**src/sv/cflb_pkg.sv**
```systemverilog
// Package: shared widths, codes, reset values and structs of the command framer / LED unit.
`default_nettype none
package cflb_pkg;

   localparam int KIND_W     = 4;
   localparam int CHAR_W     = 8;
   localparam int RIDX_W     = 5;
   localparam int LEN_W      = 6;
   localparam int DELAY_W    = 16;
   localparam int BLINK_W    = 6;
   localparam int ALARM_W    = 2;
   localparam int CSR_IDX_W  = 3;
   localparam int CSR_DATA_W = 16;

   typedef enum logic [KIND_W-1:0] {
      KIND_CHAR          = 4'd0,
      KIND_VALID_MOVE    = 4'd1,
      KIND_VALID_OFF     = 4'd2,
      KIND_HEARTBEAT     = 4'd3,
      KIND_PENDING_START = 4'd4,
      KIND_PENDING_BLINK = 4'd5,
      KIND_ERROR_START   = 4'd6,
      KIND_ERROR_BLINK   = 4'd7,
      KIND_OVERFLOW      = 4'd8,
      KIND_RELEASE       = 4'd9,
      KIND_READ          = 4'd10
   } kind_type;

   typedef enum logic [ALARM_W-1:0] {
      ALARM_VALID_OFF     = 2'd0,
      ALARM_PENDING_BLINK = 2'd1,
      ALARM_ERROR_BLINK   = 2'd2
   } alarm_type;

   typedef enum logic [CSR_IDX_W-1:0] {
      CSR_START_DELIM   = 3'd0,
      CSR_END_DELIM     = 3'd1,
      CSR_VALID_DELAY   = 3'd2,
      CSR_PENDING_DELAY = 3'd3,
      CSR_ERROR_DELAY   = 3'd4,
      CSR_PENDING_BLINKS = 3'd5,
      CSR_ERROR_BLINKS  = 3'd6
   } csr_index_type;

   localparam logic [CHAR_W-1:0]  RST_START_DELIM    = 8'h23;
   localparam logic [CHAR_W-1:0]  RST_END_DELIM      = 8'h21;
   localparam logic [DELAY_W-1:0] RST_VALID_DELAY    = 16'h03E8;
   localparam logic [DELAY_W-1:0] RST_PENDING_DELAY  = 16'h01F4;
   localparam logic [DELAY_W-1:0] RST_ERROR_DELAY    = 16'h00FA;
   localparam logic [BLINK_W-1:0] RST_PENDING_BLINKS = 6'd6;
   localparam logic [BLINK_W-1:0] RST_ERROR_BLINKS   = 6'd12;

   typedef struct packed {
      logic [CHAR_W-1:0]  start_delim;
      logic [CHAR_W-1:0]  end_delim;
      logic [DELAY_W-1:0] valid_delay;
      logic [DELAY_W-1:0] pending_delay;
      logic [DELAY_W-1:0] error_delay;
      logic [BLINK_W-1:0] pending_blinks;
      logic [BLINK_W-1:0] error_blinks;
   } cfg_type;

   typedef struct packed {
      logic [KIND_W-1:0] kind;
      logic [CHAR_W-1:0] char_value;
      logic [RIDX_W-1:0] read_index;
   } item_type;

   typedef struct packed {
      logic              new_command;
      logic [LEN_W-1:0]  command_length;
      logic [CHAR_W-1:0] read_char;
   } frame_result_type;

   typedef struct packed {
      logic               status_led;
      logic               heartbeat_led;
      logic               overflow_led;
      logic               alarm_request;
      logic [ALARM_W-1:0] alarm_event;
      logic [DELAY_W-1:0] alarm_delay_ms;
   } led_result_type;

endpackage
`default_nettype wire

```
**src/sv/cflb_if.sv**
```systemverilog
// Interfaces: request and response channels with valid/ready handshake.
`default_nettype none
interface cflb_req_if;
   import cflb_pkg::*;

   logic              valid;
   logic              ready;
   logic [KIND_W-1:0] kind;
   logic [CHAR_W-1:0] char_value;
   logic [RIDX_W-1:0] read_index;

   modport source (output valid, output kind, output char_value, output read_index,
                   input ready);
   modport sink   (input valid, input kind, input char_value, input read_index,
                   output ready);
endinterface

interface cflb_rsp_if;
   import cflb_pkg::*;

   logic               valid;
   logic               ready;
   logic               new_command;
   logic [LEN_W-1:0]   command_length;
   logic [CHAR_W-1:0]  read_char;
   logic               status_led;
   logic               heartbeat_led;
   logic               overflow_led;
   logic               alarm_request;
   logic [ALARM_W-1:0] alarm_event;
   logic [DELAY_W-1:0] alarm_delay_ms;

   modport source (output valid, output new_command, output command_length,
                   output read_char, output status_led, output heartbeat_led,
                   output overflow_led, output alarm_request, output alarm_event,
                   output alarm_delay_ms, input ready);
   modport sink   (input valid, input new_command, input command_length,
                   input read_char, input status_led, input heartbeat_led,
                   input overflow_led, input alarm_request, input alarm_event,
                   input alarm_delay_ms, output ready);
endinterface
`default_nettype wire

```
**src/sv/command_framer_led_blinker_unit.sv**
```systemverilog
// Top level: input register, framer and LED sequencer, response handshake.
// Throughput: one beat per cycle unless rsp stalls; a req beat passes the input
// register, then the result registers (including the registered read port of the
// command store); these form a two-deep pipe.
// Reset: synchronous, active high; clears control state, LED levels and the
// fill index, arms the framer and reloads the registers; the store is not cleared.
`default_nettype none
module command_framer_led_blinker_unit #(
   parameter int BUFFER_DEPTH = 32
) (
   input  logic                              clock,
   input  logic                              reset,
   cflb_req_if.sink                          req_bus,
   cflb_rsp_if.source                        rsp_bus,
   input  logic                              csr_wr_en,
   input  logic [cflb_pkg::CSR_IDX_W-1:0]    csr_index,
   input  logic [cflb_pkg::CSR_DATA_W-1:0]   csr_wdata
);
   import cflb_pkg::*;

   logic             in_valid_ff, in_valid_in;
   item_type         item_ff;
   logic             out_valid_ff, out_valid_in;
   logic             step_en;
   logic             req_accept;
   cfg_type          cfg;
   frame_result_type frame_res;
   led_result_type   led_res;

   assign step_en      = in_valid_ff && (!out_valid_ff || rsp_bus.ready);
   assign req_bus.ready = !in_valid_ff || step_en;
   assign req_accept   = req_bus.valid && req_bus.ready;
   assign in_valid_in  = req_accept || (in_valid_ff && !step_en);
   assign out_valid_in = step_en || (out_valid_ff && !rsp_bus.ready);

   always_ff @(posedge clock) begin
      if (reset) begin
         in_valid_ff  <= 1'b0;
         out_valid_ff <= 1'b0;
      end else begin
         in_valid_ff  <= in_valid_in;
         out_valid_ff <= out_valid_in;
      end
   end

   always_ff @(posedge clock) begin
      if (req_accept) begin
         item_ff.kind       <= req_bus.kind;
         item_ff.char_value <= req_bus.char_value;
         item_ff.read_index <= req_bus.read_index;
      end
   end

   cflb_csr u_csr (
      .clock     (clock),
      .reset     (reset),
      .csr_wr_en (csr_wr_en),
      .csr_index (csr_index),
      .csr_wdata (csr_wdata),
      .cfg       (cfg)
   );

   cflb_framer #(
      .BUFFER_DEPTH (BUFFER_DEPTH)
   ) u_framer (
      .clock   (clock),
      .reset   (reset),
      .step_en (step_en),
      .item    (item_ff),
      .cfg     (cfg),
      .result  (frame_res)
   );

   cflb_leds u_leds (
      .clock   (clock),
      .reset   (reset),
      .step_en (step_en),
      .item    (item_ff),
      .cfg     (cfg),
      .result  (led_res)
   );

   assign rsp_bus.valid          = out_valid_ff;
   assign rsp_bus.new_command    = frame_res.new_command;
   assign rsp_bus.command_length = frame_res.command_length;
   assign rsp_bus.read_char      = frame_res.read_char;
   assign rsp_bus.status_led     = led_res.status_led;
   assign rsp_bus.heartbeat_led  = led_res.heartbeat_led;
   assign rsp_bus.overflow_led   = led_res.overflow_led;
   assign rsp_bus.alarm_request  = led_res.alarm_request;
   assign rsp_bus.alarm_event    = led_res.alarm_event;
   assign rsp_bus.alarm_delay_ms = led_res.alarm_delay_ms;

   a_full_pipe_blocks: assert property (@(posedge clock) disable iff (reset)
      (out_valid_ff && !rsp_bus.ready && in_valid_ff) |-> !req_bus.ready)
      else $error("req beat taken while both stages are held");

endmodule
`default_nettype wire

```
**src/sv/cflb_csr.sv**
```systemverilog
// Configuration register file: delimiters, alarm delays and blink counts.
`default_nettype none
module cflb_csr (
   input  logic                                clock,
   input  logic                                reset,
   input  logic                                csr_wr_en,
   input  logic [cflb_pkg::CSR_IDX_W-1:0]      csr_index,
   input  logic [cflb_pkg::CSR_DATA_W-1:0]     csr_wdata,
   output cflb_pkg::cfg_type                   cfg
);
   import cflb_pkg::*;

   cfg_type cfg_ff;
   cfg_type cfg_in;

   always_comb begin
      cfg_in = cfg_ff;
      if (csr_wr_en) begin
         case (csr_index)
            CSR_START_DELIM:    cfg_in.start_delim    = csr_wdata[CHAR_W-1:0];
            CSR_END_DELIM:      cfg_in.end_delim      = csr_wdata[CHAR_W-1:0];
            CSR_VALID_DELAY:    cfg_in.valid_delay    = csr_wdata[DELAY_W-1:0];
            CSR_PENDING_DELAY:  cfg_in.pending_delay  = csr_wdata[DELAY_W-1:0];
            CSR_ERROR_DELAY:    cfg_in.error_delay    = csr_wdata[DELAY_W-1:0];
            CSR_PENDING_BLINKS: cfg_in.pending_blinks = csr_wdata[BLINK_W-1:0];
            CSR_ERROR_BLINKS:   cfg_in.error_blinks   = csr_wdata[BLINK_W-1:0];
            default:            cfg_in = cfg_ff;
         endcase
      end
   end

   always_ff @(posedge clock) begin
      if (reset) begin
         cfg_ff.start_delim    <= RST_START_DELIM;
         cfg_ff.end_delim      <= RST_END_DELIM;
         cfg_ff.valid_delay    <= RST_VALID_DELAY;
         cfg_ff.pending_delay  <= RST_PENDING_DELAY;
         cfg_ff.error_delay    <= RST_ERROR_DELAY;
         cfg_ff.pending_blinks <= RST_PENDING_BLINKS;
         cfg_ff.error_blinks   <= RST_ERROR_BLINKS;
      end else begin
         cfg_ff <= cfg_in;
      end
   end

   assign cfg = cfg_ff;

endmodule
`default_nettype wire

```
**src/sv/cflb_framer.sv**
```systemverilog
// Command framer: fill index, armed flag, command store and registered read.
`default_nettype none
module cflb_framer #(
   parameter int BUFFER_DEPTH = 32
) (
   input  logic                           clock,
   input  logic                           reset,
   input  logic                           step_en,
   input  cflb_pkg::item_type             item,
   input  cflb_pkg::cfg_type              cfg,
   output cflb_pkg::frame_result_type     result
);
   import cflb_pkg::*;

   localparam int AW  = (BUFFER_DEPTH > 1) ? $clog2(BUFFER_DEPTH) : 1;
   localparam int FW  = $clog2(BUFFER_DEPTH + 1);
   localparam int LW  = (FW > LEN_W) ? FW : LEN_W;
   localparam int IW  = (FW > RIDX_W) ? FW : RIDX_W;
   localparam int RAW = (AW > RIDX_W) ? AW : RIDX_W;

   logic [FW-1:0]     fill_ff, fill_in;
   logic              armed_ff, armed_in;
   logic              new_command_ff, new_command_in;
   logic              rd_hit_ff, rd_hit_in;
   logic [CHAR_W-1:0] rd_data_ff;
   logic              wr_en;
   logic [AW-1:0]     wr_addr;
   logic [AW-1:0]     rd_addr;
   logic [RAW-1:0]    rd_ext;
   logic [LW-1:0]     len_ext;
   logic              store_full;

   logic [CHAR_W-1:0] store_mem [BUFFER_DEPTH];

   assign store_full = (fill_ff >= FW'(BUFFER_DEPTH));
   assign wr_addr    = fill_ff[AW-1:0];
   assign rd_ext     = RAW'(item.read_index);
   assign rd_addr    = rd_ext[AW-1:0];

   always_comb begin
      fill_in        = fill_ff;
      armed_in       = armed_ff;
      new_command_in = 1'b0;
      rd_hit_in      = 1'b0;
      wr_en          = 1'b0;
      case (kind_type'(item.kind))
         KIND_CHAR: begin
            if (armed_ff) begin
               // start delimiter wins over end delimiter when both match
               if (item.char_value == cfg.start_delim) begin
                  fill_in = '0;
               end else if (!store_full) begin
                  wr_en   = 1'b1;
                  fill_in = fill_ff + FW'(1);
                  if (item.char_value == cfg.end_delim) begin
                     new_command_in = 1'b1;
                     armed_in       = 1'b0;
                  end
               end else begin
                  fill_in = '0;
               end
            end
         end
         KIND_RELEASE: begin
            armed_in = 1'b1;
            fill_in  = '0;
         end
         KIND_READ: begin
            rd_hit_in = (IW'(item.read_index) < IW'(fill_ff));
         end
         default: begin
            fill_in = fill_ff;
         end
      endcase
   end

   always_ff @(posedge clock) begin
      if (reset) begin
         fill_ff        <= '0;
         armed_ff       <= 1'b1;
         new_command_ff <= 1'b0;
         rd_hit_ff      <= 1'b0;
      end else if (step_en) begin
         fill_ff        <= fill_in;
         armed_ff       <= armed_in;
         new_command_ff <= new_command_in;
         rd_hit_ff      <= rd_hit_in;
      end
   end

   // read sees only writes of earlier beats: a read beat never writes
   always_ff @(posedge clock) begin
      if (step_en && wr_en) begin
         store_mem[wr_addr] <= item.char_value;
      end
      if (step_en) begin
         rd_data_ff <= store_mem[rd_addr];
      end
   end

   assign len_ext               = LW'(fill_ff);
   assign result.new_command    = new_command_ff;
   assign result.command_length = len_ext[LEN_W-1:0];
   assign result.read_char      = rd_hit_ff ? rd_data_ff : '0;

   a_fill_bounded: assert property (@(posedge clock) disable iff (reset)
      fill_ff <= FW'(BUFFER_DEPTH))
      else $error("fill index beyond store depth");

   a_new_cmd_disarms: assert property (@(posedge clock) disable iff (reset)
      new_command_ff |-> !armed_ff)
      else $error("framer still armed after end delimiter");

endmodule
`default_nettype wire

```
**src/sv/cflb_leds.sv**
```systemverilog
// LED sequencer: status, heartbeat and overflow levels, blink counter, alarm requests.
`default_nettype none
module cflb_leds (
   input  logic                        clock,
   input  logic                        reset,
   input  logic                        step_en,
   input  cflb_pkg::item_type          item,
   input  cflb_pkg::cfg_type           cfg,
   output cflb_pkg::led_result_type    result
);
   import cflb_pkg::*;

   logic [BLINK_W-1:0] count_ff, count_in;
   logic               status_ff, status_in;
   logic               heartbeat_ff, heartbeat_in;
   logic               overflow_ff, overflow_in;
   logic               alarm_request_ff, alarm_request_in;
   alarm_type          alarm_event_ff, alarm_event_in;
   logic [DELAY_W-1:0] alarm_delay_ff, alarm_delay_in;

   logic               is_blink;
   logic [BLINK_W-1:0] blink_limit;
   logic [DELAY_W-1:0] blink_delay;
   alarm_type          blink_event;

   // pending and error sequences share one counter
   always_comb begin
      is_blink    = 1'b0;
      blink_limit = cfg.pending_blinks;
      blink_delay = cfg.pending_delay;
      blink_event = ALARM_PENDING_BLINK;
      case (kind_type'(item.kind))
         KIND_PENDING_BLINK: begin
            is_blink = 1'b1;
         end
         KIND_ERROR_BLINK: begin
            is_blink    = 1'b1;
            blink_limit = cfg.error_blinks;
            blink_delay = cfg.error_delay;
            blink_event = ALARM_ERROR_BLINK;
         end
         default: begin
            is_blink = 1'b0;
         end
      endcase
   end

   always_comb begin
      count_in         = count_ff;
      status_in        = status_ff;
      heartbeat_in     = heartbeat_ff;
      overflow_in      = overflow_ff;
      alarm_request_in = 1'b0;
      alarm_event_in   = ALARM_VALID_OFF;
      alarm_delay_in   = '0;
      case (kind_type'(item.kind))
         KIND_VALID_MOVE: begin
            status_in        = 1'b1;
            alarm_request_in = 1'b1;
            alarm_delay_in   = cfg.valid_delay;
         end
         KIND_VALID_OFF: begin
            status_in = 1'b0;
         end
         KIND_HEARTBEAT: begin
            heartbeat_in = ~heartbeat_ff;
         end
         KIND_PENDING_START: begin
            count_in         = BLINK_W'(1);
            status_in        = 1'b1;
            alarm_request_in = 1'b1;
            alarm_event_in   = ALARM_PENDING_BLINK;
            alarm_delay_in   = cfg.pending_delay;
         end
         KIND_ERROR_START: begin
            count_in         = BLINK_W'(1);
            status_in        = 1'b1;
            alarm_request_in = 1'b1;
            alarm_event_in   = ALARM_ERROR_BLINK;
            alarm_delay_in   = cfg.error_delay;
         end
         KIND_OVERFLOW: begin
            overflow_in = 1'b1;
         end
         default: begin
            if (is_blink) begin
               if (count_ff == blink_limit) begin
                  count_in  = '0;
                  status_in = 1'b0;
               end else begin
                  status_in        = ~status_ff;
                  count_in         = count_ff + BLINK_W'(1);
                  alarm_request_in = 1'b1;
                  alarm_event_in   = blink_event;
                  alarm_delay_in   = blink_delay;
               end
            end
         end
      endcase
   end

   always_ff @(posedge clock) begin
      if (reset) begin
         count_ff         <= '0;
         status_ff        <= 1'b0;
         heartbeat_ff     <= 1'b0;
         overflow_ff      <= 1'b0;
         alarm_request_ff <= 1'b0;
         alarm_event_ff   <= ALARM_VALID_OFF;
         alarm_delay_ff   <= '0;
      end else if (step_en) begin
         count_ff         <= count_in;
         status_ff        <= status_in;
         heartbeat_ff     <= heartbeat_in;
         overflow_ff      <= overflow_in;
         alarm_request_ff <= alarm_request_in;
         alarm_event_ff   <= alarm_event_in;
         alarm_delay_ff   <= alarm_delay_in;
      end
   end

   assign result.status_led     = status_ff;
   assign result.heartbeat_led  = heartbeat_ff;
   assign result.overflow_led   = overflow_ff;
   assign result.alarm_request  = alarm_request_ff;
   assign result.alarm_event    = alarm_event_ff;
   assign result.alarm_delay_ms = alarm_delay_ff;

   a_idle_alarm_zero: assert property (@(posedge clock) disable iff (reset)
      !alarm_request_ff |-> (alarm_delay_ff == '0 && alarm_event_ff == ALARM_VALID_OFF))
      else $error("alarm fields not cleared without request");

   a_overflow_sticky: assert property (@(posedge clock) disable iff (reset)
      overflow_ff |=> overflow_ff)
      else $error("overflow LED dropped");

endmodule
`default_nettype wire
```
**src/flat_wrapper.sv**
```systemverilog
// flat-port wrapper written by rule: the top's interface ports become plain ports
module command_framer_led_blinker_unit_flat import cflb_pkg::*;
#(
   parameter int BUFFER_DEPTH = 32
)
  (clock, reset, csr_wr_en, csr_index, csr_wdata, req_bus_valid, req_bus_kind, req_bus_char_value, req_bus_read_index, req_bus_ready, rsp_bus_valid, rsp_bus_new_command, rsp_bus_command_length, rsp_bus_read_char, rsp_bus_status_led, rsp_bus_heartbeat_led, rsp_bus_overflow_led, rsp_bus_alarm_request, rsp_bus_alarm_event, rsp_bus_alarm_delay_ms, rsp_bus_ready);
  cflb_req_if req_bus_i ();
  cflb_rsp_if rsp_bus_i ();
  input  logic clock;
  input  logic reset;
  input  logic csr_wr_en;
  input  logic [cflb_pkg::CSR_IDX_W-1:0] csr_index;
  input  logic [cflb_pkg::CSR_DATA_W-1:0] csr_wdata;
  input wire logic [$bits(req_bus_i.valid)-1:0] req_bus_valid;
  input wire logic [$bits(req_bus_i.kind)-1:0] req_bus_kind;
  input wire logic [$bits(req_bus_i.char_value)-1:0] req_bus_char_value;
  input wire logic [$bits(req_bus_i.read_index)-1:0] req_bus_read_index;
  output wire logic [$bits(req_bus_i.ready)-1:0] req_bus_ready;
  output wire logic [$bits(rsp_bus_i.valid)-1:0] rsp_bus_valid;
  output wire logic [$bits(rsp_bus_i.new_command)-1:0] rsp_bus_new_command;
  output wire logic [$bits(rsp_bus_i.command_length)-1:0] rsp_bus_command_length;
  output wire logic [$bits(rsp_bus_i.read_char)-1:0] rsp_bus_read_char;
  output wire logic [$bits(rsp_bus_i.status_led)-1:0] rsp_bus_status_led;
  output wire logic [$bits(rsp_bus_i.heartbeat_led)-1:0] rsp_bus_heartbeat_led;
  output wire logic [$bits(rsp_bus_i.overflow_led)-1:0] rsp_bus_overflow_led;
  output wire logic [$bits(rsp_bus_i.alarm_request)-1:0] rsp_bus_alarm_request;
  output wire logic [$bits(rsp_bus_i.alarm_event)-1:0] rsp_bus_alarm_event;
  output wire logic [$bits(rsp_bus_i.alarm_delay_ms)-1:0] rsp_bus_alarm_delay_ms;
  input wire logic [$bits(rsp_bus_i.ready)-1:0] rsp_bus_ready;
  assign req_bus_i.valid = req_bus_valid;
  assign req_bus_i.kind = req_bus_kind;
  assign req_bus_i.char_value = req_bus_char_value;
  assign req_bus_i.read_index = req_bus_read_index;
  assign req_bus_ready = req_bus_i.ready;
  assign rsp_bus_valid = rsp_bus_i.valid;
  assign rsp_bus_new_command = rsp_bus_i.new_command;
  assign rsp_bus_command_length = rsp_bus_i.command_length;
  assign rsp_bus_read_char = rsp_bus_i.read_char;
  assign rsp_bus_status_led = rsp_bus_i.status_led;
  assign rsp_bus_heartbeat_led = rsp_bus_i.heartbeat_led;
  assign rsp_bus_overflow_led = rsp_bus_i.overflow_led;
  assign rsp_bus_alarm_request = rsp_bus_i.alarm_request;
  assign rsp_bus_alarm_event = rsp_bus_i.alarm_event;
  assign rsp_bus_alarm_delay_ms = rsp_bus_i.alarm_delay_ms;
  assign rsp_bus_i.ready = rsp_bus_ready;
  command_framer_led_blinker_unit #(.BUFFER_DEPTH(BUFFER_DEPTH)) u_core (.clock(clock), .reset(reset), .req_bus(req_bus_i), .rsp_bus(rsp_bus_i), .csr_wr_en(csr_wr_en), .csr_index(csr_index), .csr_wdata(csr_wdata));
endmodule
```
**config.mk**
```make
export PLATFORM = sky130hd
export DESIGN_NAME = command_framer_led_blinker_unit_flat
export DESIGN_NICKNAME = d
export VERILOG_FILES = /design/src/sv/cflb_pkg.sv /design/src/sv/cflb_if.sv /design/src/sv/command_framer_led_blinker_unit.sv /design/src/sv/cflb_csr.sv /design/src/sv/cflb_framer.sv /design/src/sv/cflb_leds.sv /design/src/flat_wrapper.sv
export SDC_FILE = /design/constraint.sdc
export NUM_CORES = 1
export LEC_CHECK = 0
export ABC_AREA = 1
export BUFFER_PORTS_ARGS = -buffer_cell sky130_fd_sc_hd__buf_2
export CORE_UTILIZATION = 61
export CTS_CLUSTER_DIAMETER = 50
export DETAILED_ROUTE_END_ITERATION = 16
export PLACE_DENSITY = 0.79
export SETUP_SLACK_MARGIN = 0.02
export SLEW_MARGIN = 5
export SYNTH_ARGS = -nofsm -noshare
export SYNTH_HDL_FRONTEND = slang
export SYNTH_SLANG_ARGS = --single-unit
```
**constraint.sdc**
```tcl
create_clock -name clock -period 3.45 [get_ports clock]
set_clock_uncertainty 0.05 [all_clocks]
set_input_delay 0.1725 -clock clock [delete_from_list [all_inputs] [get_ports clock]]
set_output_delay 0.1725 -clock clock [all_outputs]
set_load 0.02 [all_outputs]
```
==> report_table.html, run 1 <==
<table>
<tr><th>Metric</th><th>Value</th></tr>
<tr><th colspan="2">Outcome</th></tr>
<tr><td>Outcome</td><td>finished, final reports clean</td></tr>
<tr><th colspan="2">Layout</th></tr>
<tr><td>Commonest cells after routing, fill and taps aside</td><td>sky130_fd_sc_hd__edfxtp_1 (281), sky130_fd_sc_hd__nor2_1 (240), sky130_fd_sc_hd__o21ai_0 (231)</td></tr>
<tr><td>Net count reported at finish</td><td>1692</td></tr>
<tr><td>Final core utilization</td><td>71.41%</td></tr>
<tr><td>Fraction of final layout cells sized beyond drive strength 1</td><td>10.94%</td></tr>
<tr><td>Fill cell count</td><td>1803</td></tr>
<tr><td>Commonest non-fill, non-tap cell in the layout</td><td>sky130_fd_sc_hd__edfxtp_1</td></tr>
<tr><td>Synthesis-to-finish area growth</td><td>14.54%</td></tr>
<tr><td>Ant. Diodes</td><td>0</td></tr>
<tr><th colspan="2">Clocking</th></tr>
<tr><td>Post-CTS clock slew at the launch and capture registers of the worst setup and hold paths</td><td>0.06 ns</td></tr>
<tr><td>Count of clock tree sinks</td><td>396</td></tr>
<tr><td>Clock root buffer</td><td>sky130_fd_sc_hd__clkbuf_16</td></tr>
<tr><td>Clock insertion delay at the later pin of the skew report</td><td>0.53 ns</td></tr>
<tr><td>Inserted Clock Buffers</td><td>40</td></tr>
<tr><td>Cells resized by post-CTS repair</td><td>0</td></tr>
<tr><td>Htree depth</td><td>2</td></tr>
<tr><td>TritonCTS clock tree</td><td>done</td></tr>
<tr><td>Number of setup buffers added after CTS</td><td>0</td></tr>
<tr><td>Number of hold buffers added after CTS</td><td>36</td></tr>
<tr><td>Maximum count of clock buffers along a single path</td><td>3</td></tr>
<tr><th colspan="2">Critical path</th></tr>
<tr><td>Start-to-end type of the worst setup path</td><td>register to register</td></tr>
<tr><td>R2R cell count</td><td>7</td></tr>
<tr><td>Crit path launch type</td><td>register</td></tr>
<tr><td>End of the worst register-to-register path</td><td>u_core.u_framer.store_mem[23][2]$_DFFE_PP_</td></tr>
<tr><td>Worst setup EP type</td><td>register</td></tr>
<tr><td>Critical path arrival</td><td>3.01 ns</td></tr>
<tr><td>Critical Path RT</td><td>3.57 ns</td></tr>
<tr><td>Delay of the slowest cell on the worst path</td><td>0.69 ns</td></tr>
<tr><td>Critical Path Fanout Max</td><td>8</td></tr>
<tr><td>Cell with the largest stage delay on the worst path</td><td>sky130_fd_sc_hd__nor2_1</td></tr>
<tr><td>Series of cell instances along the critical path</td><td>nor2_1, nand2_1, a21oi_2, o21ai_2, nor2_4, nand2_1, nor2_1</td></tr>
<tr><td>Launching point of the worst reg2reg path</td><td>u_core.item_ff[13]$_DFFE_PP_</td></tr>
<tr><td>Register-to-register path setup slack</td><td>0.56 ns</td></tr>
<tr><th colspan="2">Place</th></tr>
<tr><td>Final weighted congestion in routability-driven placement</td><td>0.8753</td></tr>
<tr><td>Count of buffers from port buffering</td><td>79</td></tr>
<tr><td>HPWL Detailed</td><td>25.40 mm</td></tr>
<tr><td>Placement-stage worst setup slack</td><td>0.6026 ns</td></tr>
<tr><th colspan="2">Floorplan</th></tr>
<tr><td>Y dimension of the die</td><td>165.4 um</td></tr>
<tr><td>Die area</td><td>27370 um^2</td></tr>
<tr><td>Core ar.</td><td>26130 um^2</td></tr>
<tr><td>Rows</td><td>59</td></tr>
<tr><td>Starting density of the core</td><td>62.34%</td></tr>
<tr><td>Die span in x</td><td>165.4 um</td></tr>
<tr><td>I/O pin count</td><td>80</td></tr>
<tr><th colspan="2">Synthesis</th></tr>
<tr><td>Post-synthesis instance area</td><td>16290 um^2</td></tr>
<tr><td>Synthesis warning total</td><td>0</td></tr>
<tr><td>Average size of a mapped cell</td><td>10.56 um^2</td></tr>
<tr><td>Synthesized netlist cell count</td><td>1543</td></tr>
<tr><td>Yosys cell types</td><td>35</td></tr>
<tr><td>Nets in the synthesized netlist</td><td>1593</td></tr>
<tr><td>Sequential cell area fraction in the yosys report</td><td>65.92%</td></tr>
<tr><td>Number of storage elements in the synthesis netlist</td><td>396</td></tr>
<tr><th colspan="2">Detailed routing</th></tr>
<tr><td>Post-DRT Antenna Nets</td><td>0</td></tr>
<tr><td>First-pass detailed-route iteration total</td><td>5</td></tr>
<tr><td>Average wire per standard cell</td><td>21.28 um</td></tr>
<tr><td>Total number of vias</td><td>12500</td></tr>
<tr><td>Post-route DRC violation count</td><td>0</td></tr>
<tr><td>Drt initial violations</td><td>1902</td></tr>
<tr><td>Via-to-Cell Ratio</td><td>6.229</td></tr>
<tr><td>Detailed-route wire length</td><td>42.71 mm</td></tr>
<tr><th colspan="2">Power</th></tr>
<tr><td>Overall power</td><td>10240 uW</td></tr>
<tr><td>Static Leakage</td><td>0.006813 uW</td></tr>
<tr><td>VDD IR max</td><td>0.3533 mV</td></tr>
<tr><td>Ratio of total power to cell area</td><td>548.8 nW/um^2</td></tr>
<tr><th colspan="2">Worst hold path</th></tr>
<tr><td>Hold Path Origin</td><td>reset</td></tr>
<tr><td>Number of cells on the worst hold path</td><td>2</td></tr>
<tr><td>Type of the tightest min-delay check</td><td>primary input to register</td></tr>
<tr><td>Capture endpoint of the worst hold path</td><td>u_core.u_leds.overflow_ff$_SDFFE_PP0P_</td></tr>
<tr><th colspan="2">Timing</th></tr>
<tr><td>Setup TNS after final layout</td><td>0 ns</td></tr>
<tr><td>Min Tclk post-route</td><td>2.893 ns</td></tr>
<tr><td>Max-slew violation count</td><td>0</td></tr>
<tr><td>Transition time at the pin with the least slew margin</td><td>0.9372 ns</td></tr>
<tr><td>Setup repair after global routing missed its margin</td><td>no</td></tr>
<tr><td>Count of endpoints failing setup in the final report</td><td>0</td></tr>
<tr><td>Period utilization</td><td>83.85%</td></tr>
<tr><td>Achievable clock frequency</td><td>345.7 MHz</td></tr>
<tr><td>Number of hold violations in the final report</td><td>0</td></tr>
<tr><td>Final critical-path setup slack</td><td>0.5570 ns</td></tr>
<tr><td>Worst slew margin relative to its limit</td><td>37.37%</td></tr>
<tr><th colspan="2">Global route</th></tr>
<tr><td>Global-route wire length before repair</td><td>64.62 mm</td></tr>
<tr><td>Maximum number of pins on one net before global-route repair</td><td>130</td></tr>
<tr><td>Overflow after GRT</td><td>0</td></tr>
<tr><td>GRT Total Usage</td><td>31.49%</td></tr>
<tr><td>Vias in the first global route</td><td>12040</td></tr>
<tr><td>Antenna violations before repair</td><td>0</td></tr>
<tr><th colspan="2">Flow run</th></tr>
<tr><td>Max-cap violation count</td><td>0</td></tr>
</table>
## report_power, final
part | switching (uW) | total [uW] | internal (uW)
Combinational | 488 | 699 | 211
Clock | 1770 | 4340 | 2560
Sequential | 44.8 | 5210 | 5160
## per-layer routing
| metal | GRT usage (%) | wire, um | up-vias |
|---|---|---|---|
| li1 | - | - | 5692 |
| met1 | 39.45 | 15780 | 5905 |
| met2 | 52.85 | 20650 | 777 |
| met3 | 5.844 | 4430 | 128 |
| met4 | 15.08 | 1857 | 0 |
| met5 | 0 | 0 | - |
## Yosys cell counts
| cell | number | area (um^2) |
|---|---|---|
| sky130_fd_sc_hd__o21ai_0 | 231 | 1156 |
| sky130_fd_sc_hd__nor3_1 | 5 | 25.02 |
| sky130_fd_sc_hd__a21oi_2 | 1 | 8.760 |
| sky130_fd_sc_hd__o21a_1 | 1 | 7.510 |
| sky130_fd_sc_hd__edfxtp_1 | 281 | 8438 |
| sky130_fd_sc_hd__buf_1 | 3 | 11.26 |
| sky130_fd_sc_hd__nand2_4 | 1 | 11.26 |
| sky130_fd_sc_hd__a21boi_0 | 1 | 7.510 |
| sky130_fd_sc_hd__nand3_1 | 75 | 375.4 |
| sky130_fd_sc_hd__clkinv_2 | 1 | 5.000 |
| sky130_fd_sc_hd__nand2_2 | 3 | 18.77 |
| sky130_fd_sc_hd__o21ai_2 | 1 | 8.760 |
| sky130_fd_sc_hd__o22ai_1 | 25 | 156.4 |
| sky130_fd_sc_hd__dfxtp_1 | 115 | 2302 |
| sky130_fd_sc_hd__inv_1 | 109 | 409.1 |
| sky130_fd_sc_hd__nand4_1 | 5 | 31.28 |
| sky130_fd_sc_hd__nand3b_1 | 2 | 15.01 |
| sky130_fd_sc_hd__nor3b_1 | 1 | 7.510 |
| sky130_fd_sc_hd__nand2_1 | 143 | 536.8 |
| sky130_fd_sc_hd__xor2_1 | 11 | 96.34 |
| sky130_fd_sc_hd__a31oi_1 | 9 | 56.30 |
| sky130_fd_sc_hd__nor2_2 | 2 | 12.51 |
| sky130_fd_sc_hd__a21oi_1 | 86 | 430.4 |
| sky130_fd_sc_hd__clkinv_1 | 1 | 3.750 |
| sky130_fd_sc_hd__a211oi_1 | 16 | 120.1 |
| sky130_fd_sc_hd__ha_1 | 9 | 112.6 |
| sky130_fd_sc_hd__o211ai_1 | 16 | 120.1 |
| sky130_fd_sc_hd__xnor2_1 | 8 | 70.07 |
| sky130_fd_sc_hd__nor2_4 | 2 | 22.52 |
| sky130_fd_sc_hd__nor2_1 | 240 | 900.9 |
| sky130_fd_sc_hd__clkbuf_1 | 72 | 270.3 |
| sky130_fd_sc_hd__buf_6 | 3 | 33.78 |
| sky130_fd_sc_hd__inv_2 | 4 | 15.01 |
| sky130_fd_sc_hd__buf_2 | 8 | 40.04 |
| sky130_fd_sc_hd__o221ai_1 | 52 | 455.4 |
## layout make-up
class	instances	area, um^2	share of cell area [%]
multi-input cells	946	4768	25.55
repair buffers	143	991.0	5.310
inverters	115	434.2	2.327
clock buffers	55	1109	5.941
well taps	335	419.2	2.246
flip-flops and latches	396	10740	57.56
clock inverters	17	198.9	1.066
## through the flow
stage	hold slack [ns]	cells	instance area (um^2)
after floorplan	0.2214	1543	16290
after global placement	0.3003	1899	16990
after detailed placement	0.3006	1899	16990
after CTS	0.02659	2007	18660
after global routing	0.06436	2007	18660
final	0.04723	2007	18660
## worst max-delay path, delay by kind of cell (launching register included)
kind | cells | cell delay (ns)
and+or+nand+nor | 5 | 1.64
DFF | 1 | 0.50
AOI/OAI and AO/OA | 2 | 0.34
## logic make-up after synthesis
kind of cell	after synthesis	share of synthesized area [%]
compound gates	439	15.51
xor+xnor	19	1.021
fa+ha+maj	9	0.6912
buf+inv	201	4.838
flops	396	65.92
simple gates	479	12.01
## worst max path at each step
stage,startpoint,slack [ns],endpoint
finish,u_core.item_ff[13]$_DFFE_PP_,0.56,u_core.u_framer.store_mem[23][2]$_DFFE_PP_
global route,u_core.item_ff[15]$_DFFE_PP_,0.31,u_core.u_framer.store_mem[7][1]$_DFFE_PP_
CTS,u_core.item_ff[15]$_DFFE_PP_,0.58,u_core.u_framer.store_mem[23][5]$_DFFE_PP_
detailed placement,u_core.item_ff[13]$_DFFE_PP_,0.60,u_core.u_framer.store_mem[23][2]$_DFFE_PP_
global placement,u_core.item_ff[16]$_DFFE_PP_,0.71,u_core.u_framer.store_mem[22][4]$_DFFE_PP_
floorplan,u_core.item_ff[10]$_DFFE_PP_,1.01,u_core.u_framer.store_mem[15][0]$_DFFE_PP_
## sequential cells by signal, indices dropped and copies added (netlist names)
register	cells
u_core.u_framer.store_mem	256
u_core.u_framer.fill_ff	6
u_core.u_leds.alarm_event_ff	2
u_core.u_csr.cfg	76
u_core.u_framer.rd_data_ff	8
u_core.item_ff	17
u_core.u_leds.status_ff	1
u_core.rsp_bus.valid	1
u_core.u_framer.rd_hit_ff	1
u_core.u_leds.alarm_request_ff	1
u_core.u_leds.heartbeat_ff	1
u_core.u_framer.new_command_ff	1
u_core.u_leds.overflow_ff	1
u_core.u_framer.armed_ff	1
u_core.u_leds.alarm_delay_ff	16
u_core.u_leds.count_ff	6
u_core.in_valid_ff	1
Note: power is estimated with default switching activity, not from simulation.
==> run 2: changes to the inputs <==
--- a/config.mk
+++ b/config.mk
@@ -7,10 +7,10 @@
 export LEC_CHECK = 0
 export ABC_AREA = 1
 export BUFFER_PORTS_ARGS = -buffer_cell sky130_fd_sc_hd__buf_2
-export CORE_UTILIZATION = 61
+export CORE_UTILIZATION = 55
 export CTS_CLUSTER_DIAMETER = 50
 export DETAILED_ROUTE_END_ITERATION = 16
-export PLACE_DENSITY = 0.79
+export PLACE_DENSITY = 0.76
 export SETUP_SLACK_MARGIN = 0.02
 export SLEW_MARGIN = 5
 export SYNTH_ARGS = -nofsm -noshare
==> constraint.sdc (replaced) <==
create_clock -name clock -period 2.4 [get_ports clock]
set_clock_uncertainty 0.05 [all_clocks]
set_input_delay 0.12 -clock clock [delete_from_list [all_inputs] [get_ports clock]]
set_output_delay 0.12 -clock clock [all_outputs]
set_load 0.02 [all_outputs]
==> run 2 against run 1 <==
Net effect: die area grew 11%; sequential cell count unchanged; first-iteration DRC count rose by 4.7%; sequential power is 44% higher; via count grew 3.1%; cell area rose by 3.3%; clock-buffer cell count rose by 2; combinational power is 52% higher; wire length rose by 5.1%; total power up 47%; critical path type unchanged; highest routed layer unchanged.
==> report_table.html, run 2 (synthesis gave the netlist of run 1 again) <==
<table>
<tr><th>Metric</th><th>Value</th></tr>
<tr><th colspan="2">Outcome</th></tr>
<tr><td>Outcome</td><td>finished, final reports clean</td></tr>
<tr><th colspan="2">Floorplan</th></tr>
<tr><td>Starting density of the core</td><td>56.30% (-6.0 points)</td></tr>
<tr><td>Die area</td><td>30310 um^2 (+11%)</td></tr>
<tr><td>Die span in x</td><td>174.1 um (+5.3%)</td></tr>
<tr><td>Rows</td><td>62 (+5.1%)</td></tr>
<tr><td>I/O pin count</td><td>80 (unchanged)</td></tr>
<tr><td>Core ar.</td><td>28940 um^2 (+11%)</td></tr>
<tr><td>Y dimension of the die</td><td>174.1 um (+5.3%)</td></tr>
<tr><th colspan="2">Detailed routing</th></tr>
<tr><td>Average wire per standard cell</td><td>21.23 um (-0.23%)</td></tr>
<tr><td>Drt initial violations</td><td>1992 (+4.7%)</td></tr>
<tr><td>Via-to-Cell Ratio</td><td>6.093 (-2.2%)</td></tr>
<tr><td>First-pass detailed-route iteration total</td><td>8 (+3)</td></tr>
<tr><td>Post-DRT Antenna Nets</td><td>0 (unchanged)</td></tr>
<tr><td>Post-route DRC violation count</td><td>0 (unchanged)</td></tr>
<tr><td>Detailed-route wire length</td><td>44.91 mm (+5.1%)</td></tr>
<tr><td>Total number of vias</td><td>12890 (+3.1%)</td></tr>
<tr><th colspan="2">Timing</th></tr>
<tr><td>Count of endpoints failing setup in the final report</td><td>0 (unchanged)</td></tr>
<tr><td>Achievable clock frequency</td><td>455.0 MHz (+32%)</td></tr>
<tr><td>Period utilization</td><td>91.57% (+7.7 points)</td></tr>
<tr><td>Max-slew violation count</td><td>0 (unchanged)</td></tr>
<tr><td>Setup TNS after final layout</td><td>0 ns (unchanged)</td></tr>
<tr><td>Min Tclk post-route</td><td>2.198 ns (-0.6953 ns)</td></tr>
<tr><td>Worst slew margin relative to its limit</td><td>50.14% (+13 points)</td></tr>
<tr><td>Number of hold violations in the final report</td><td>0 (unchanged)</td></tr>
<tr><td>Transition time at the pin with the least slew margin</td><td>0.7461 ns (-0.1911 ns)</td></tr>
<tr><td>Setup repair after global routing missed its margin</td><td>no</td></tr>
<tr><th colspan="2">Clocking</th></tr>
<tr><td>Maximum count of clock buffers along a single path</td><td>3 (unchanged)</td></tr>
<tr><td>Inserted Clock Buffers</td><td>42 (+5.0%)</td></tr>
<tr><td>Post-CTS clock slew at the launch and capture registers of the worst setup and hold paths</td><td>0.06 ns (about the same)</td></tr>
<tr><td>TritonCTS clock tree</td><td>done</td></tr>
<tr><td>Htree depth</td><td>2 (unchanged)</td></tr>
<tr><td>Count of clock tree sinks</td><td>396 (unchanged)</td></tr>
<tr><td>Clock root buffer</td><td>sky130_fd_sc_hd__clkbuf_16</td></tr>
<tr><td>Clock insertion delay at the later pin of the skew report</td><td>0.53 ns (about the same)</td></tr>
<tr><th colspan="2">Critical path</th></tr>
<tr><td>Worst setup EP type</td><td>register</td></tr>
<tr><td>Register-to-register path setup slack</td><td>0.20 ns (-0.35 ns)</td></tr>
<tr><td>Start-to-end type of the worst setup path</td><td>register to register</td></tr>
<tr><td>Critical path arrival</td><td>2.38 ns (-0.63 ns)</td></tr>
<tr><td>Launching point of the worst reg2reg path</td><td>u_core.item_ff[16]$_DFFE_PP_</td></tr>
<tr><td>Critical Path Fanout Max</td><td>8 (unchanged)</td></tr>
<tr><td>Critical Path RT</td><td>2.58 ns (-0.99 ns)</td></tr>
<tr><td>Crit path launch type</td><td>register</td></tr>
<tr><td>R2R cell count</td><td>10 (+3)</td></tr>
<tr><td>End of the worst register-to-register path</td><td>u_core.u_framer.store_mem[2][2]$_DFFE_PP_</td></tr>
<tr><th colspan="2">Layout</th></tr>
<tr><td>Number of standard cells in the final layout excluding fillers</td><td>2115 (+5.4%)</td></tr>
<tr><td>Max FFs per register</td><td>256 (unchanged)</td></tr>
<tr><td>Fraction of final layout cells sized beyond drive strength 1</td><td>14.11% (+3.2 points)</td></tr>
<tr><td>Synthesis-to-finish area growth</td><td>18.33%</td></tr>
<tr><td>Commonest non-fill, non-tap cell in the layout</td><td>sky130_fd_sc_hd__edfxtp_1</td></tr>
<tr><td>Commonest cells after routing, fill and taps aside</td><td>sky130_fd_sc_hd__edfxtp_1 (281), sky130_fd_sc_hd__nor2_1 (239), sky130_fd_sc_hd__o21ai_0 (231)</td></tr>
<tr><td>Net count reported at finish</td><td>1746 (+3.2%)</td></tr>
<tr><td>Final core utilization</td><td>66.63% (-4.8 points)</td></tr>
<tr><td>Register name with the most flops</td><td>u_core.u_framer.store_mem</td></tr>
<tr><td>Footprint of the flip-flops and latches</td><td>10740 um^2 (unchanged)</td></tr>
<tr><td>Multi-input logic area</td><td>4781 um^2 (+0.26%)</td></tr>
<tr><td>Fill cell count</td><td>2133 (+18%)</td></tr>
<tr><th colspan="2">Global route</th></tr>
<tr><td>Vias in the first global route</td><td>12590 (+4.5%)</td></tr>
<tr><td>GRT Total Usage</td><td>29.90% (-1.6 points)</td></tr>
<tr><td>Overflow after GRT</td><td>0 (unchanged)</td></tr>
<tr><td>Antenna violations before repair</td><td>2 (+2)</td></tr>
<tr><td>Global-route wire length before repair</td><td>69.54 mm (+7.6%)</td></tr>
<tr><td>Maximum number of pins on one net before global-route repair</td><td>81 (-38%)</td></tr>
<tr><th colspan="2">Worst hold path</th></tr>
<tr><td>Hold Path Origin</td><td>csr_index[0]</td></tr>
<tr><td>Type of the tightest min-delay check</td><td>primary input to register</td></tr>
<tr><td>Number of cells on the worst hold path</td><td>5 (+3)</td></tr>
<tr><td>Capture endpoint of the worst hold path</td><td>u_core.u_csr.cfg[3]$_SDFFE_PP1P_</td></tr>
<tr><th colspan="2">Power</th></tr>
<tr><td>Ratio of total power to cell area</td><td>778.9 nW/um^2 (+42%)</td></tr>
<tr><td>VDD IR max</td><td>0.5830 mV (+65%)</td></tr>
<tr><td>Overall power</td><td>15020 uW (+47%)</td></tr>
<tr><td>Static Leakage</td><td>0.007138 uW (+4.8%)</td></tr>
<tr><th colspan="2">Place</th></tr>
<tr><td>Count of buffers from port buffering</td><td>79 (unchanged)</td></tr>
<tr><td>Final weighted congestion in routability-driven placement</td><td>0.8880 (+1.5%)</td></tr>
<tr><td>Total instance count after detailed placement</td><td>1998 (+5.2%)</td></tr>
<tr><td>HPWL Detailed</td><td>27.73 mm (+9.1%)</td></tr>
<tr><th colspan="2">Flow run</th></tr>
<tr><td>Max-cap violation count</td><td>0 (unchanged)</td></tr>
</table>
run 2: cell count changes in the layout (fill, tap and decap cells not counted), moves of 2 or more:
cell / delta
sky130_fd_sc_hd__clkinv_2: +2
sky130_fd_sc_hd__buf_4: +45
sky130_fd_sc_hd__clkinvlp_4: +2
sky130_fd_sc_hd__clkbuf_16: +2
sky130_fd_sc_hd__nand2_2: +2
sky130_fd_sc_hd__nand2_1: -2
sky130_fd_sc_hd__buf_12: +6
sky130_fd_sc_hd__diode_2: +2
run 2: critical path, stage by stage (launching register included):
cell	delay, ns
sky130_fd_sc_hd__edfxtp_1	0.41
sky130_fd_sc_hd__inv_1	0.07
sky130_fd_sc_hd__nor2_1	0.19
sky130_fd_sc_hd__nand2_2	0.11
sky130_fd_sc_hd__a21oi_2	0.17
sky130_fd_sc_hd__o21ai_2	0.10
sky130_fd_sc_hd__nor2_4	0.18
sky130_fd_sc_hd__nand2_1	0.07
sky130_fd_sc_hd__buf_4	0.20
sky130_fd_sc_hd__nor2_1	0.15
sky130_fd_sc_hd__buf_4	0.20
run 2: worst max-delay path by stage:
stage | slack (ns) | start | endpoint | cells after the start
floorplan | 0.08 | u_core.item_ff[10]$_DFFE_PP_ | u_core.u_framer.store_mem[24][0]$_DFFE_PP_ | 10
global placement | 0.18 | u_core.item_ff[13]$_DFFE_PP_ | u_core.u_framer.store_mem[1][2]$_DFFE_PP_ | 8
detailed placement | 0.09 | u_core.item_ff[13]$_DFFE_PP_ | u_core.u_framer.store_mem[17][1]$_DFFE_PP_ | 9
CTS | 0.08 | u_core.item_ff[13]$_DFFE_PP_ | u_core.u_framer.store_mem[9][7]$_DFFE_PP_ | 9
global route | 0.04 | u_core.item_ff[16]$_DFFE_PP_ | u_core.u_framer.store_mem[2][2]$_DFFE_PP_ | 10
finish | 0.20 | u_core.item_ff[16]$_DFFE_PP_ | u_core.u_framer.store_mem[2][2]$_DFFE_PP_ | 10
run 2: metal layers:
layer  vias to the layer above  wire, um  global-route usage, %
li1                       5806         -                      -
met1                      6107     16900                  37.89
met2                       839     21660                  50.52
met3                       134      4646                  5.665
met4                         0      1696                  12.32
met5                         -         0                      0
run 2: repair_timing:
item / in CTS / in global routing
resized for setup: 0 / 3
buffers inserted: 0 / 1
endpoints found under the hold margin: 96 / 0
hold buffers: 37 / 0
endpoints found under the setup margin: 0 / 82
run 2: final cells by class:
type	count	area share, %
sequential	396	55.71
multi-input combinational	946	24.80
timing repair buffer	195	7.567
clock buffer	57	6.062
tap	384	2.492
inverter	115	2.252
clock inverter	20	1.090
antenna	2	0.02596
run 2: power by group:
group          internal, uW  switching, uW
clock network          3860           2620
registers              7420           63.1
logic                   337            722
run 2: per-stage QoR:
stage,area (um^2),hold WS (ns),setup slack [ns]
final,19280,0.05174,0.2023
after global placement,17510,0.2473,0.1765
after floorplan,16300,0.1689,0.08443
after detailed placement,17510,0.2492,0.08943
after CTS,19260,0.03393,0.07799
after global routing,19280,0.09251,0.03907
